**config.mk**
```make
export PLATFORM = sky130hd
export DESIGN_NAME = line_sensor_pid_steering_unit
export DESIGN_NICKNAME = d
export VERILOG_FILES = /design/src/rtl/core/lsps_pkg.sv /design/src/rtl/core/lsps_divider.sv /design/src/rtl/core/lsps_datapath.sv /design/src/rtl/core/lsps_controller.sv /design/src/rtl/core/line_sensor_pid_steering_unit.sv
export SDC_FILE = /design/constraint.sdc
export NUM_CORES = 2
export LEC_CHECK = 0
export ABC_AREA = 1
export BUFFER_PORTS_ARGS = -buffer_cell sky130_fd_sc_hd__buf_2
export CORE_UTILIZATION = 60
export DETAILED_ROUTE_END_ITERATION = 6
export GPL_TIMING_DRIVEN = 0
export PLACE_DENSITY_LB_ADDON = 0.05
export SLEW_MARGIN = 20
export SYNTH_ARGS = -nofsm -noshare
export SYNTH_HDL_FRONTEND = slang
export SYNTH_SLANG_ARGS = --single-unit
```
**constraint.sdc**
```tcl
create_clock -name clk -period 7.9 [get_ports clk]
set_input_delay 1.185 -clock clk [delete_from_list [all_inputs] [get_ports clk]]
set_output_delay 1.185 -clock clk [all_outputs]
set_load 0.02 [all_outputs]
```
**src/rtl/core/lsps_pkg.sv**
```systemverilog
`timescale 1ns / 1ps
// ----------------------------------------------------------------------------
// Line sensor PID steering: shared package
// Field widths, register indexes, reset values and the command and status
// words that pass between the controller and the datapath.
// ----------------------------------------------------------------------------
package lsps_pkg;

	// Fixed widths of the ports and of the controller state.
	localparam int IN_W       = 8;
	localparam int GAIN_W     = 16;
	localparam int DRIVE_W    = 24;
	localparam int ERR_W      = 16;
	localparam int WIN_W      = 15;
	localparam int INTEG_W    = 32;
	localparam int CFG_IDX_W  = 3;
	localparam int CFG_DATA_W = 24;

	// Defaults for the top level parameters.
	localparam int DEF_NUM_SENSORS = 8;
	localparam int DEF_FRAC_BITS   = 8;

	// Register reset values.
	localparam logic signed [GAIN_W-1:0]  RST_GAIN_P    = 16'sd384;
	localparam logic signed [GAIN_W-1:0]  RST_GAIN_I    = 16'sd3;
	localparam logic signed [GAIN_W-1:0]  RST_GAIN_D    = 16'sd0;
	localparam logic signed [DRIVE_W-1:0] RST_DRIVE_MAX = 24'sd38400;
	localparam logic signed [DRIVE_W-1:0] RST_DRIVE_MIN = -24'sd38400;
	localparam logic [WIN_W-1:0]          RST_WINDOW    = 15'd768;

	// Configuration register indexes.
	typedef enum logic [CFG_IDX_W-1:0] {
		CFG_GAIN_P    = 3'd0,
		CFG_GAIN_I    = 3'd1,
		CFG_GAIN_D    = 3'd2,
		CFG_DRIVE_MAX = 3'd3,
		CFG_DRIVE_MIN = 3'd4,
		CFG_WINDOW    = 3'd5
	} cfg_reg_t;

	// Operand selection of the shared divider.
	typedef enum logic {
		DIV_SEL_ERR   = 1'b0,
		DIV_SEL_INTEG = 1'b1
	} div_sel_t;

	// Operand selection of the shared multiplier.
	typedef enum logic [1:0] {
		MUL_SEL_P = 2'd0,
		MUL_SEL_I = 2'd1,
		MUL_SEL_D = 2'd2
	} mul_sel_t;

	// Accumulator operation.
	typedef enum logic [1:0] {
		ACC_HOLD = 2'd0,
		ACC_LOAD = 2'd1,
		ACC_ADD  = 2'd2
	} acc_op_t;

	// One configuration write.
	typedef struct packed {
		logic                  en;
		logic [CFG_IDX_W-1:0]  index;
		logic [CFG_DATA_W-1:0] data;
	} cfg_wr_t;

	// Commands from the controller to the datapath.
	typedef struct packed {
		logic     load;
		logic     div_start;
		div_sel_t div_sel;
		logic     take_err;
		logic     integ_vs;
		logic     integ_gain;
		logic     mul_en;
		mul_sel_t mul_sel;
		acc_op_t  acc_op;
		logic     round;
		logic     finish;
	} cmd_t;

	// Status from the datapath to the controller.
	typedef struct packed {
		logic div_done;
		logic out_free;
	} status_t;

endpackage

```
**src/rtl/core/lsps_divider.sv**
```systemverilog
`timescale 1ns / 1ps
// ----------------------------------------------------------------------------
// Line sensor PID steering: unsigned divider
// Restoring division, two quotient bits per cycle. The quotient is shifted
// into the numerator register and is valid when done pulses.
// ----------------------------------------------------------------------------
module lsps_divider #(
	parameter int NUM_W = 26,
	parameter int DEN_W = 16
) (
	input  logic             clk,
	input  logic             arst_n,
	input  logic             start,
	input  logic [NUM_W-1:0] num,
	input  logic [DEN_W-1:0] den,
	output logic             done,
	output logic [NUM_W-1:0] quot
);

	localparam int STEPS = NUM_W / 2;
	localparam int CNT_W = $clog2(STEPS + 1);

	logic [NUM_W-1:0] num_q;
	logic [DEN_W-1:0] den_q;
	logic [DEN_W-1:0] rem_q;
	logic [CNT_W-1:0] cnt_q;
	logic             run_q;
	logic             done_q;

	logic [DEN_W:0]   trial0, trial1, diff0, diff1;
	logic             ge0, ge1;
	logic [DEN_W-1:0] rem1, rem2;

	// Two restoring steps, the second one working on the first's remainder.
	always_comb begin
		trial0 = {rem_q, num_q[NUM_W-1]};
		diff0  = trial0 - {1'b0, den_q};
		ge0    = trial0 >= {1'b0, den_q};
		rem1   = ge0 ? diff0[DEN_W-1:0] : trial0[DEN_W-1:0];
		trial1 = {rem1, num_q[NUM_W-2]};
		diff1  = trial1 - {1'b0, den_q};
		ge1    = trial1 >= {1'b0, den_q};
		rem2   = ge1 ? diff1[DEN_W-1:0] : trial1[DEN_W-1:0];
	end

	// Sequencing of the iterations.
	always_ff @(posedge clk or negedge arst_n) begin
		if (!arst_n) begin
			cnt_q  <= '0;
			run_q  <= 1'b0;
			done_q <= 1'b0;
		end else begin
			done_q <= 1'b0;
			if (start) begin
				cnt_q <= CNT_W'(STEPS);
				run_q <= 1'b1;
			end else if (run_q) begin
				cnt_q <= cnt_q - CNT_W'(1);
				if (cnt_q == CNT_W'(1)) begin
					run_q  <= 1'b0;
					done_q <= 1'b1;
				end
			end
		end
	end

	// Operand and partial remainder registers.
	always_ff @(posedge clk) begin
		if (start) begin
			num_q <= num;
			den_q <= den;
			rem_q <= '0;
		end else if (run_q) begin
			num_q <= {num_q[NUM_W-3:0], ge0, ge1};
			rem_q <= rem2;
		end
	end

	assign done = done_q;
	assign quot = num_q;

endmodule

```
**src/rtl/core/lsps_datapath.sv**
```systemverilog
`timescale 1ns / 1ps
// ----------------------------------------------------------------------------
// Line sensor PID steering: datapath
// Configuration registers, sensor weighting, error and integrator update,
// the shared multiplier with its accumulator, and the result register.
// ----------------------------------------------------------------------------
module lsps_datapath #(
	parameter int NUM_SENSORS = lsps_pkg::DEF_NUM_SENSORS,
	parameter int FRAC_BITS   = lsps_pkg::DEF_FRAC_BITS
) (
	input  logic                              clk,
	input  logic                              arst_n,
	input  lsps_pkg::cmd_t                    cmd,
	output lsps_pkg::status_t                 status,
	input  lsps_pkg::cfg_wr_t                 cfg,
	input  logic [lsps_pkg::IN_W-1:0]         sensor_bits,
	output logic                              result_valid,
	input  logic                              result_stall,
	output logic signed [lsps_pkg::DRIVE_W-1:0] drive,
	output logic signed [lsps_pkg::ERR_W-1:0] position_error,
	output logic                              line_lost
);

	import lsps_pkg::*;

	// Sensors that the input word actually carries.
	localparam int IN_N      = (NUM_SENSORS < IN_W) ? NUM_SENSORS : IN_W;
	localparam int SUM_MAX   = 10 * (NUM_SENSORS - 1) * IN_N;
	localparam int SUM_W     = $clog2(SUM_MAX + 1) + 1;
	localparam int CNT_W     = $clog2(IN_N + 1);
	localparam int MAG5_W    = 18;
	localparam int NUM1_W    = SUM_W - 1 + FRAC_BITS;
	localparam int NUM2_W    = MAG5_W + FRAC_BITS;
	localparam int NW_RAW    = (NUM1_W > NUM2_W) ? NUM1_W : NUM2_W;
	localparam int NW        = NW_RAW + (NW_RAW % 2);
	localparam int DW        = $clog2((2 ** (ERR_W - 1)) + 5 * (2 ** FRAC_BITS) + 1);
	localparam int Q2_W      = FRAC_BITS + 3;
	localparam int PROD_W    = GAIN_W + INTEG_W;
	localparam int ACC_W     = PROD_W + 2;
	localparam int DRV_W     = ACC_W - FRAC_BITS;

	localparam logic [NW-1:0]    ERR_POS_LIM = NW'((2 ** (ERR_W - 1)) - 1);
	localparam logic [NW-1:0]    ERR_NEG_LIM = NW'(2 ** (ERR_W - 1));
	localparam logic [DW-1:0]    FIVE_ONE    = DW'(5 * (2 ** FRAC_BITS));
	localparam logic signed [ACC_W-1:0] BIAS = ACC_W'((2 ** FRAC_BITS) - 1);
	localparam logic signed [INTEG_W+1:0] SAT_HI = {3'b000, {(INTEG_W - 1){1'b1}}};
	localparam logic signed [INTEG_W+1:0] SAT_LO = {3'b111, {(INTEG_W - 1){1'b0}}};

	function automatic logic signed [INTEG_W-1:0] sat_integ(
		input logic signed [INTEG_W+1:0] v
	);
		if (v > SAT_HI)
			return INTEG_W'(SAT_HI);
		else if (v < SAT_LO)
			return INTEG_W'(SAT_LO);
		else
			return v[INTEG_W-1:0];
	endfunction

	// Configuration registers.
	logic signed [GAIN_W-1:0]  gain_p_q, gain_i_q, gain_d_q;
	logic signed [DRIVE_W-1:0] drive_max_q, drive_min_q;
	logic [WIN_W-1:0]          window_q;

	always_ff @(posedge clk or negedge arst_n) begin
		if (!arst_n) begin
			gain_p_q    <= RST_GAIN_P;
			gain_i_q    <= RST_GAIN_I;
			gain_d_q    <= RST_GAIN_D;
			drive_max_q <= RST_DRIVE_MAX;
			drive_min_q <= RST_DRIVE_MIN;
			window_q    <= RST_WINDOW;
		end else if (cfg.en) begin
			case (cfg_reg_t'(cfg.index))
				CFG_GAIN_P:    gain_p_q    <= cfg.data[GAIN_W-1:0];
				CFG_GAIN_I:    gain_i_q    <= cfg.data[GAIN_W-1:0];
				CFG_GAIN_D:    gain_d_q    <= cfg.data[GAIN_W-1:0];
				CFG_DRIVE_MAX: drive_max_q <= cfg.data[DRIVE_W-1:0];
				CFG_DRIVE_MIN: drive_min_q <= cfg.data[DRIVE_W-1:0];
				CFG_WINDOW:    window_q    <= cfg.data[WIN_W-1:0];
				default: begin
				end
			endcase
		end
	end

	// Weighted sum and count of the active sensors.
	logic signed [SUM_W-1:0] sum_c;
	logic [CNT_W-1:0]        cnt_c;

	always_comb begin
		sum_c = '0;
		cnt_c = '0;
		for (int i = 0; i < IN_N; i++) begin
			if (sensor_bits[i]) begin
				sum_c = sum_c + SUM_W'((2 * i - (NUM_SENSORS - 1)) * 10);
				cnt_c = cnt_c + CNT_W'(1);
			end
		end
	end

	logic signed [SUM_W-1:0] sum_q;
	logic [CNT_W-1:0]        cnt_q;

	always_ff @(posedge clk) begin
		if (cmd.load) begin
			sum_q <= sum_c;
			cnt_q <= cnt_c;
		end
	end

	// Divider operands: the mean of the weights, then the integration step.
	logic [SUM_W-1:0]  sum_abs;
	logic [MAG5_W-1:0] mag5;
	logic [NW-1:0]     div_num;
	logic [DW-1:0]     div_den;
	logic [NW-1:0]     quot;
	logic              div_done;
	logic signed [ERR_W-1:0] e_q;
	logic [ERR_W-1:0]        mag_q;

	always_comb begin
		sum_abs = sum_q[SUM_W-1] ? SUM_W'(-sum_q) : SUM_W'(sum_q);
		mag5    = {2'b00, mag_q} + {mag_q, 2'b00};
		case (cmd.div_sel)
			DIV_SEL_ERR: begin
				div_num = NW'({sum_abs[SUM_W-2:0], {FRAC_BITS{1'b0}}});
				div_den = DW'(cnt_q);
			end
			DIV_SEL_INTEG: begin
				div_num = NW'({mag5, {FRAC_BITS{1'b0}}});
				div_den = DW'(mag_q) + FIVE_ONE;
			end
			default: begin
				div_num = '0;
				div_den = '0;
			end
		endcase
	end

	lsps_divider #(
		.NUM_W(NW),
		.DEN_W(DW)
	) u_divider (
		.clk   (clk),
		.arst_n(arst_n),
		.start (cmd.div_start),
		.num   (div_num),
		.den   (div_den),
		.done  (div_done),
		.quot  (quot)
	);

	// Error from the quotient: sign of the sum, saturated to the error width.
	logic              sum_neg;
	logic [ERR_W-1:0]  mag_c;

	always_comb begin
		sum_neg = sum_q[SUM_W-1];
		if (cnt_q == '0)
			mag_c = '0;
		else if (sum_neg)
			mag_c = (quot > ERR_NEG_LIM) ? ERR_NEG_LIM[ERR_W-1:0] : quot[ERR_W-1:0];
		else
			mag_c = (quot > ERR_POS_LIM) ? ERR_POS_LIM[ERR_W-1:0] : quot[ERR_W-1:0];
	end

	always_ff @(posedge clk) begin
		if (cmd.take_err) begin
			mag_q <= mag_c;
			e_q   <= sum_neg ? ((~mag_c) + ERR_W'(1)) : mag_c;
		end
	end

	// Integrator: variable-speed rule, then the integral gain rule.
	logic signed [INTEG_W-1:0] integ_q;
	logic signed [ERR_W-1:0]   last_q;
	logic [Q2_W-1:0]           q2_mag;
	logic signed [INTEG_W+1:0] q2_s, vs_sum, gain_sum;
	logic                      in_window;

	always_comb begin
		q2_mag    = quot[Q2_W-1:0];
		q2_s      = e_q[ERR_W-1] ? -(INTEG_W+2)'(q2_mag) : (INTEG_W+2)'(q2_mag);
		vs_sum    = (INTEG_W+2)'(integ_q) + q2_s;
		gain_sum  = (INTEG_W+2)'(integ_q) + (INTEG_W+2)'(e_q);
		in_window = mag_q < {1'b0, window_q};
	end

	always_ff @(posedge clk or negedge arst_n) begin
		if (!arst_n) begin
			integ_q <= '0;
		end else if (cmd.integ_vs) begin
			integ_q <= in_window ? sat_integ(vs_sum) : '0;
		end else if (cmd.integ_gain) begin
			integ_q <= (gain_i_q != '0) ? sat_integ(gain_sum) : '0;
		end
	end

	// Shared multiplier with a product register, then the accumulator.
	logic signed [ERR_W:0]     err_diff;
	logic signed [GAIN_W-1:0]  mul_a;
	logic signed [INTEG_W-1:0] mul_b;
	logic signed [PROD_W-1:0]  prod_s1;
	logic signed [ACC_W-1:0]   acc_q, rnd;
	logic signed [DRV_W-1:0]   drv_q;

	always_comb begin
		err_diff = (ERR_W+1)'(e_q) - (ERR_W+1)'(last_q);
		case (cmd.mul_sel)
			MUL_SEL_P: begin
				mul_a = gain_p_q;
				mul_b = INTEG_W'(e_q);
			end
			MUL_SEL_I: begin
				mul_a = gain_i_q;
				mul_b = integ_q;
			end
			MUL_SEL_D: begin
				mul_a = gain_d_q;
				mul_b = INTEG_W'(err_diff);
			end
			default: begin
				mul_a = '0;
				mul_b = '0;
			end
		endcase
		rnd = acc_q + (acc_q[ACC_W-1] ? BIAS : ACC_W'(0));
	end

	always_ff @(posedge clk) begin
		if (cmd.mul_en)
			prod_s1 <= PROD_W'(mul_a) * PROD_W'(mul_b);
		case (cmd.acc_op)
			ACC_LOAD: acc_q <= ACC_W'(prod_s1);
			ACC_ADD:  acc_q <= acc_q + ACC_W'(prod_s1);
			default: begin
			end
		endcase
		if (cmd.round)
			drv_q <= DRV_W'(rnd >>> FRAC_BITS);
	end

	// Clamp and result register.
	logic signed [DRV_W-1:0]   drv_hi, drv_lo;
	logic signed [DRIVE_W-1:0] drv_clamped;
	logic                      out_free, out_load;
	logic                      out_valid_q;
	logic signed [DRIVE_W-1:0] drive_q;
	logic signed [ERR_W-1:0]   err_out_q;
	logic                      lost_q;

	always_comb begin
		drv_hi = DRV_W'(drive_max_q);
		drv_lo = DRV_W'(drive_min_q);
		if (drv_q > drv_hi)
			drv_clamped = drive_max_q;
		else if (drv_q < drv_lo)
			drv_clamped = drive_min_q;
		else
			drv_clamped = drv_q[DRIVE_W-1:0];
		out_free = !out_valid_q || !result_stall;
		out_load = cmd.finish && out_free;
	end

	always_ff @(posedge clk or negedge arst_n) begin
		if (!arst_n) begin
			out_valid_q <= 1'b0;
			last_q      <= '0;
		end else begin
			if (out_load) begin
				out_valid_q <= 1'b1;
				last_q      <= e_q;
			end else if (!result_stall) begin
				out_valid_q <= 1'b0;
			end
		end
	end

	always_ff @(posedge clk) begin
		if (out_load) begin
			drive_q   <= drv_clamped;
			err_out_q <= e_q;
			lost_q    <= (cnt_q == '0);
		end
	end

	assign status.div_done = div_done;
	assign status.out_free = out_free;
	assign result_valid    = out_valid_q;
	assign drive           = drive_q;
	assign position_error  = err_out_q;
	assign line_lost       = lost_q;

endmodule

```
**src/rtl/core/lsps_controller.sv**
```systemverilog
`timescale 1ns / 1ps
// ----------------------------------------------------------------------------
// Line sensor PID steering: controller
// Walks one word through the two divisions, the integrator update and the
// three multiply-accumulate steps, then hands it to the result register.
// ----------------------------------------------------------------------------
module lsps_controller (
	input  logic              clk,
	input  logic              arst_n,
	input  logic              sensor_valid,
	output logic              sensor_stall,
	input  lsps_pkg::status_t status,
	output lsps_pkg::cmd_t    cmd
);

	import lsps_pkg::*;

	typedef enum logic [11:0] {
		ST_IDLE       = 12'b0000_0000_0001,
		ST_DIV_E_GO   = 12'b0000_0000_0010,
		ST_DIV_E_WAIT = 12'b0000_0000_0100,
		ST_TAKE_E     = 12'b0000_0000_1000,
		ST_DIV_Q_GO   = 12'b0000_0001_0000,
		ST_DIV_Q_WAIT = 12'b0000_0010_0000,
		ST_INTEG_VS   = 12'b0000_0100_0000,
		ST_INTEG_GAIN = 12'b0000_1000_0000,
		ST_MUL_I      = 12'b0001_0000_0000,
		ST_ACC        = 12'b0010_0000_0000,
		ST_ROUND      = 12'b0100_0000_0000,
		ST_FINISH     = 12'b1000_0000_0000
	} state_t;

	state_t state_q, state_d;

	always_ff @(posedge clk or negedge arst_n) begin
		if (!arst_n)
			state_q <= ST_IDLE;
		else
			state_q <= state_d;
	end

	// Next state and commands.
	always_comb begin
		state_d = state_q;
		cmd     = '0;
		case (state_q)
			ST_IDLE: begin
				cmd.load = sensor_valid;
				if (sensor_valid)
					state_d = ST_DIV_E_GO;
			end
			ST_DIV_E_GO: begin
				cmd.div_start = 1'b1;
				cmd.div_sel   = DIV_SEL_ERR;
				state_d       = ST_DIV_E_WAIT;
			end
			ST_DIV_E_WAIT: begin
				cmd.div_sel = DIV_SEL_ERR;
				if (status.div_done)
					state_d = ST_TAKE_E;
			end
			ST_TAKE_E: begin
				cmd.take_err = 1'b1;
				state_d      = ST_DIV_Q_GO;
			end
			ST_DIV_Q_GO: begin
				cmd.div_start = 1'b1;
				cmd.div_sel   = DIV_SEL_INTEG;
				state_d       = ST_DIV_Q_WAIT;
			end
			ST_DIV_Q_WAIT: begin
				cmd.div_sel = DIV_SEL_INTEG;
				if (status.div_done)
					state_d = ST_INTEG_VS;
			end
			ST_INTEG_VS: begin
				// The proportional product does not need the integrator.
				cmd.div_sel  = DIV_SEL_INTEG;
				cmd.integ_vs = 1'b1;
				cmd.mul_en   = 1'b1;
				cmd.mul_sel  = MUL_SEL_P;
				state_d      = ST_INTEG_GAIN;
			end
			ST_INTEG_GAIN: begin
				cmd.integ_gain = 1'b1;
				cmd.mul_en     = 1'b1;
				cmd.mul_sel    = MUL_SEL_D;
				cmd.acc_op     = ACC_LOAD;
				state_d        = ST_MUL_I;
			end
			ST_MUL_I: begin
				cmd.mul_en  = 1'b1;
				cmd.mul_sel = MUL_SEL_I;
				cmd.acc_op  = ACC_ADD;
				state_d     = ST_ACC;
			end
			ST_ACC: begin
				cmd.acc_op = ACC_ADD;
				state_d    = ST_ROUND;
			end
			ST_ROUND: begin
				cmd.round = 1'b1;
				state_d   = ST_FINISH;
			end
			ST_FINISH: begin
				cmd.finish = 1'b1;
				if (status.out_free)
					state_d = ST_IDLE;
			end
			default: begin
				state_d = ST_IDLE;
			end
		endcase
	end

	assign sensor_stall = (state_q != ST_IDLE);

endmodule

```
**src/rtl/core/line_sensor_pid_steering_unit.sv**
```systemverilog
`timescale 1ns / 1ps
// ----------------------------------------------------------------------------
// Line sensor PID steering unit
// Positional PID steering controller with variable-speed integration, fed
// by a row of line-sensor flags.
//
// Channel  Dir  Handshake                   Payload
// sensor   in   sensor_valid / sensor_stall sensor_bits[7:0]
// result   out  result_valid / result_stall drive[23:0], position_error[15:0],
//                                           line_lost
// config   in   cfg_valid / cfg_ready       cfg_index[2:0], cfg_data[23:0]
//
// One word is worked through to its final step before the next word can be
// accepted. The two divisions run one after the other in the shared
// two-bit-per-cycle divider.
// A new sensor word is taken while an earlier result still waits; the block
// holds in its last step only if that result has not been taken yet.
// Reset loads the register defaults and clears the integrator and the
// previous error. Configuration writes are taken in every cycle.
// ----------------------------------------------------------------------------
module line_sensor_pid_steering_unit #(
	parameter int NUM_SENSORS = lsps_pkg::DEF_NUM_SENSORS,
	parameter int FRAC_BITS   = lsps_pkg::DEF_FRAC_BITS
) (
	input  logic                                clk,
	input  logic                                arst_n,
	input  logic                                sensor_valid,
	output logic                                sensor_stall,
	input  logic [lsps_pkg::IN_W-1:0]           sensor_bits,
	output logic                                result_valid,
	input  logic                                result_stall,
	output logic signed [lsps_pkg::DRIVE_W-1:0] drive,
	output logic signed [lsps_pkg::ERR_W-1:0]   position_error,
	output logic                                line_lost,
	input  logic                                cfg_valid,
	output logic                                cfg_ready,
	input  logic [lsps_pkg::CFG_IDX_W-1:0]      cfg_index,
	input  logic [lsps_pkg::CFG_DATA_W-1:0]     cfg_data
);

	import lsps_pkg::*;

	cmd_t    cmd;
	status_t status;
	cfg_wr_t cfg_wr;

	// The register file takes a write in any cycle.
	assign cfg_ready    = 1'b1;
	assign cfg_wr.en    = cfg_valid && cfg_ready;
	assign cfg_wr.index = cfg_index;
	assign cfg_wr.data  = cfg_data;

	lsps_controller u_controller (
		.clk         (clk),
		.arst_n      (arst_n),
		.sensor_valid(sensor_valid),
		.sensor_stall(sensor_stall),
		.status      (status),
		.cmd         (cmd)
	);

	lsps_datapath #(
		.NUM_SENSORS(NUM_SENSORS),
		.FRAC_BITS  (FRAC_BITS)
	) u_datapath (
		.clk           (clk),
		.arst_n        (arst_n),
		.cmd           (cmd),
		.status        (status),
		.cfg           (cfg_wr),
		.sensor_bits   (sensor_bits),
		.result_valid  (result_valid),
		.result_stall  (result_stall),
		.drive         (drive),
		.position_error(position_error),
		.line_lost     (line_lost)
	);

	// A result appears only out of the final step.
	a_result_from_finish: assert property (@(posedge clk) disable iff (!arst_n)
		$rose(result_valid) |-> $past(cmd.finish))
		else $error("result word appeared outside the final step");

	// A lost line always reports a centered error.
	a_lost_means_zero: assert property (@(posedge clk) disable iff (!arst_n)
		result_valid && line_lost |-> position_error == '0)
		else $error("line lost with nonzero position error");

	// An accepted sensor word keeps the input side busy.
	a_busy_after_load: assert property (@(posedge clk) disable iff (!arst_n)
		cmd.load |=> sensor_stall)
		else $error("sensor input not stalled after a word was taken");

	// A finished word lands in the result register.
	a_finish_loads: assert property (@(posedge clk) disable iff (!arst_n)
		cmd.finish && status.out_free |=> result_valid)
		else $error("finished word not presented");

endmodule

```
==> results_dict.tcl <==
set metrics [dict create \
    antenna_cells 0 \
    reg2reg_depth 39 \
    regArea_sq_um 12800 \
    num_rows 108 \
    area.growth.synth_to_final_pct 13.5 \
    syn_area_sq_um 52900 \
    crit_type "flip-flop to flip-flop" \
    rr_startpoint "u_datapath.e_q[2]" \
    grt_max_degree 75 \
    layout_commonest_cell "nand2_1" \
    synthTopCellsByArea "fa_1 (19%), edfxtp_1 (15%), nand2_1 (11%)" \
    rr_endpoint "u_datapath.prod_s1[47]" \
    vias_per_cell 5.70 \
    crit_top_cell "fa_1" \
    post-route-min-period_ns 7.99 \
    synthFlopType "edfxtp_1" \
    drc_errors 0 \
    dp_hpwl_microns 128000 \
    status "finished, violations left" \
    drt_iter0_drc 4487 \
    critPathCaptureType "flip-flop" \
    grt_pass1_wl_microns 253000 \
    die_area_sq_um 89300 \
    yosysTopAreaCell "fa_1" \
    clock_sinks 461 \
    placed_cell_area_sq_um 54900 \
    fillers 7304 \
    drt.antenna.violating_nets 0 \
    tns_ns -0.331 \
    syn-instance-count 6775 \
    crit_slowest_cell "fa_1" \
    chipHeight_microns 299 \
    start_util_pct 60.7 \
    seq_area_frac_synth_pct 24.3 \
    cp-endpoint "u_datapath.prod_s1[47]" \
    clk_latency_ns 0.65 \
    slew_headroom_pct 32.6 \
    tritoncts "done" \
    cp.depth 39 \
    violations "setup timing" \
    async_flop_share_pct 38.6 \
    final_cell_mix "nand2_1 (1498), inv_1 (1202), nor2_1 (485)" \
    critPathMaxFanout 8 \
    cts_buffer_depth 3 \
    num_io_pins 84 \
    clock_skew_ns 0.0674 \
    hp-class "input pin to asynchronous set/reset pin" \
    place_congestion 0.998 \
    synth.avg_cell_area_sq_um 7.80 \
    maxSlewViolCount 0 \
    syn-num-nets 7726 \
    critPathBufInv 7 \
    rsz0062_at_grt "true" \
    cts_buffers 54 \
    worstPathRequired_ns 8.23 \
    vias 47100 \
    multiInputGateArea_sq_um 36000 \
    layout-drive-gt1-share_pct 13.0 \
    setup_ws_ns -0.0900 \
    htree_levels 2 \
    first_global_vias 46400 \
    yosysWarnings 0 \
    worst_pin_slew_ns 1.01 \
    worst_path_largest_cell_delay_ns 0.58 \
    maxCapViolations 0 \
    synth_enable_flop_cells 267 \
    r2r_slack_ns -0.09 \
    critical_path.top_delay_family "adder cells" \
    holdWs_ns 0.418 \
    final_hold_viol_count 0 \
    crit_start "u_datapath.e_q[2]" \
    coreArea_sq_um 87000 \
    synth_seq_cells 461 \
    firstDrtPassIters 7 \
    min_period_over_period_pct 101 \
    synth_cell_type_count 78 \
    die_x_microns 299 \
    antenna_found_initial 2 \
    fmax_mhz 125 \
    wl_microns 163000 \
    cp.arrival_ns 8.32 \
    cts-root-buf "clkbuf_16" \
    clk_pin_slew_ns 0.06 \
    critPathLaunchType "flip-flop" \
    grtUsageTotal_pct 36.2 \
    synth_top_area_share_pct 18.7 \
    port_buffers 78 \
    layout.nets 8022 \
    setup_viol 10 \
    wl_per_cell_microns 19.7 \
    overflow 0 \
    ctsHoldBuffers 0 \
    fin_area_sq_um 60000 \
]
-- layout make-up --
type	instances	share of cell area (%)
Inverter	1301	8.30
Clock inverter	27	0.444
Sequential cell	461	21.4
Timing Repair Buffer	238	3.13
Tap cell	1155	2.41
Multi-Input combinational cell	4861	60.0
Buffer	154	1.74
Clock buffer	73	2.58
-- how the worst min path moves through the flow --
stage,from,to,slack (ns),depth (start not counted)
6_report,arst_n,u_datapath.u_divider.cnt_q[3],0.42,1
5_1_grt,arst_n,u_datapath.u_divider.cnt_q[3],0.44,1
4_1_cts,arst_n,u_datapath.u_divider.cnt_q[2],0.41,1
3_5_place_dp,u_datapath.u_divider.rem_q[15],u_datapath.u_divider.rem_q[15],0.46,2
3_3_place_gp,u_datapath.u_divider.rem_q[10],u_datapath.u_divider.rem_q[10],0.45,2
2_1_floorplan,u_datapath.u_divider.rem_q[15],u_datapath.u_divider.rem_q[15],0.43,2
-- flip-flops by register name (all words and copies together), names as in the netlist, 24 cells and up --
register                   flops
u_datapath.drive              24
u_datapath.acc_q              50
u_datapath.u_divider.quot     26
u_datapath.prod_s1            48
u_datapath.drv_q              42
u_datapath.drive_max_q        24
u_datapath.integ_q            32
u_datapath.drive_min_q        24
-- kinds of logic after synthesis --
kind of cell	after synthesis	synth area share [%]
DFF	461	24.3
AOI/OAI and AO/OA	1081	11.4
and+or+nand+nor	2617	20.9
other	1	0.00709
xor gates and xnor gates	244	4.06
buffers and inverters	1459	10.8
muxes	1	0.0189
adders and majority gates	911	28.6
-- per-layer routing --
layer | vias up | global-route usage (%) | routed length [microns]
met1 | 22500 | 49.2 | 67900
met2 | 1971 | 58.1 | 73300
met3 | 460 | 5.71 | 13500
met5 | - | 0 | 13
met4 | 2 | 14.7 | 7920
li1 | 22100 | - | -
-- Yosys cell counts (8+ instances only) --
| library cell | n |
|---|---|
| inv_2 | 36 |
| nand4_1 | 56 |
| a31oi_1 | 50 |
| buf_2 | 52 |
| dfxtp_1 | 16 |
| ha_1 | 417 |
| dfstp_2 | 23 |
| nand3_1 | 237 |
| o221ai_1 | 14 |
| or2_2 | 43 |
| fa_1 | 494 |
| a21oi_2 | 9 |
| nor4_1 | 29 |
| nor2_1 | 509 |
| buf_4 | 17 |
| buf_6 | 10 |
| o21ai_0 | 360 |
| a21oi_1 | 461 |
| edfxtp_1 | 267 |
| xnor2_1 | 88 |
| o21a_1 | 23 |
| a21o_1 | 20 |
| clkbuf_1 | 75 |
| o211ai_1 | 13 |
| and3_1 | 15 |
| xor2_1 | 155 |
| o21ai_1 | 24 |
| clkinv_1 | 13 |
| nor3_1 | 62 |
| nand2_1 | 1547 |
| a21boi_1 | 28 |
| nand3b_1 | 8 |
| o21bai_1 | 15 |
| nand2_2 | 53 |
| inv_1 | 1251 |
| nor2_2 | 12 |
| a21boi_0 | 15 |
| dfrtp_1 | 155 |
-- per-stage QoR --
| step | setup WS [ns] | std cells | utilization (%) |
|---|---|---|---|
| after floorplan | 0.305 | 6775 | - |
| after global placement | -1.06 | 8008 | 62.9 |
| after detailed placement | -1.16 | 8019 | 63.1 |
| after CTS | 0.00137 | 8209 | 67.6 |
| after global routing | -0.388 | 8270 | 68.9 |
| final | -0.0900 | 8270 | 68.9 |
-- repair_timing --
item / CTS / global route
gates resized for setup: 319 / 177
pin swaps: 94 / 119
cloned: 9 / 2
endpoints found under the setup margin: 32 / 26
buffers inserted: 85 / 59
Power is not shown: default switching activity piles up to over one toggle a cycle in this logic, so the estimate is an artifact.
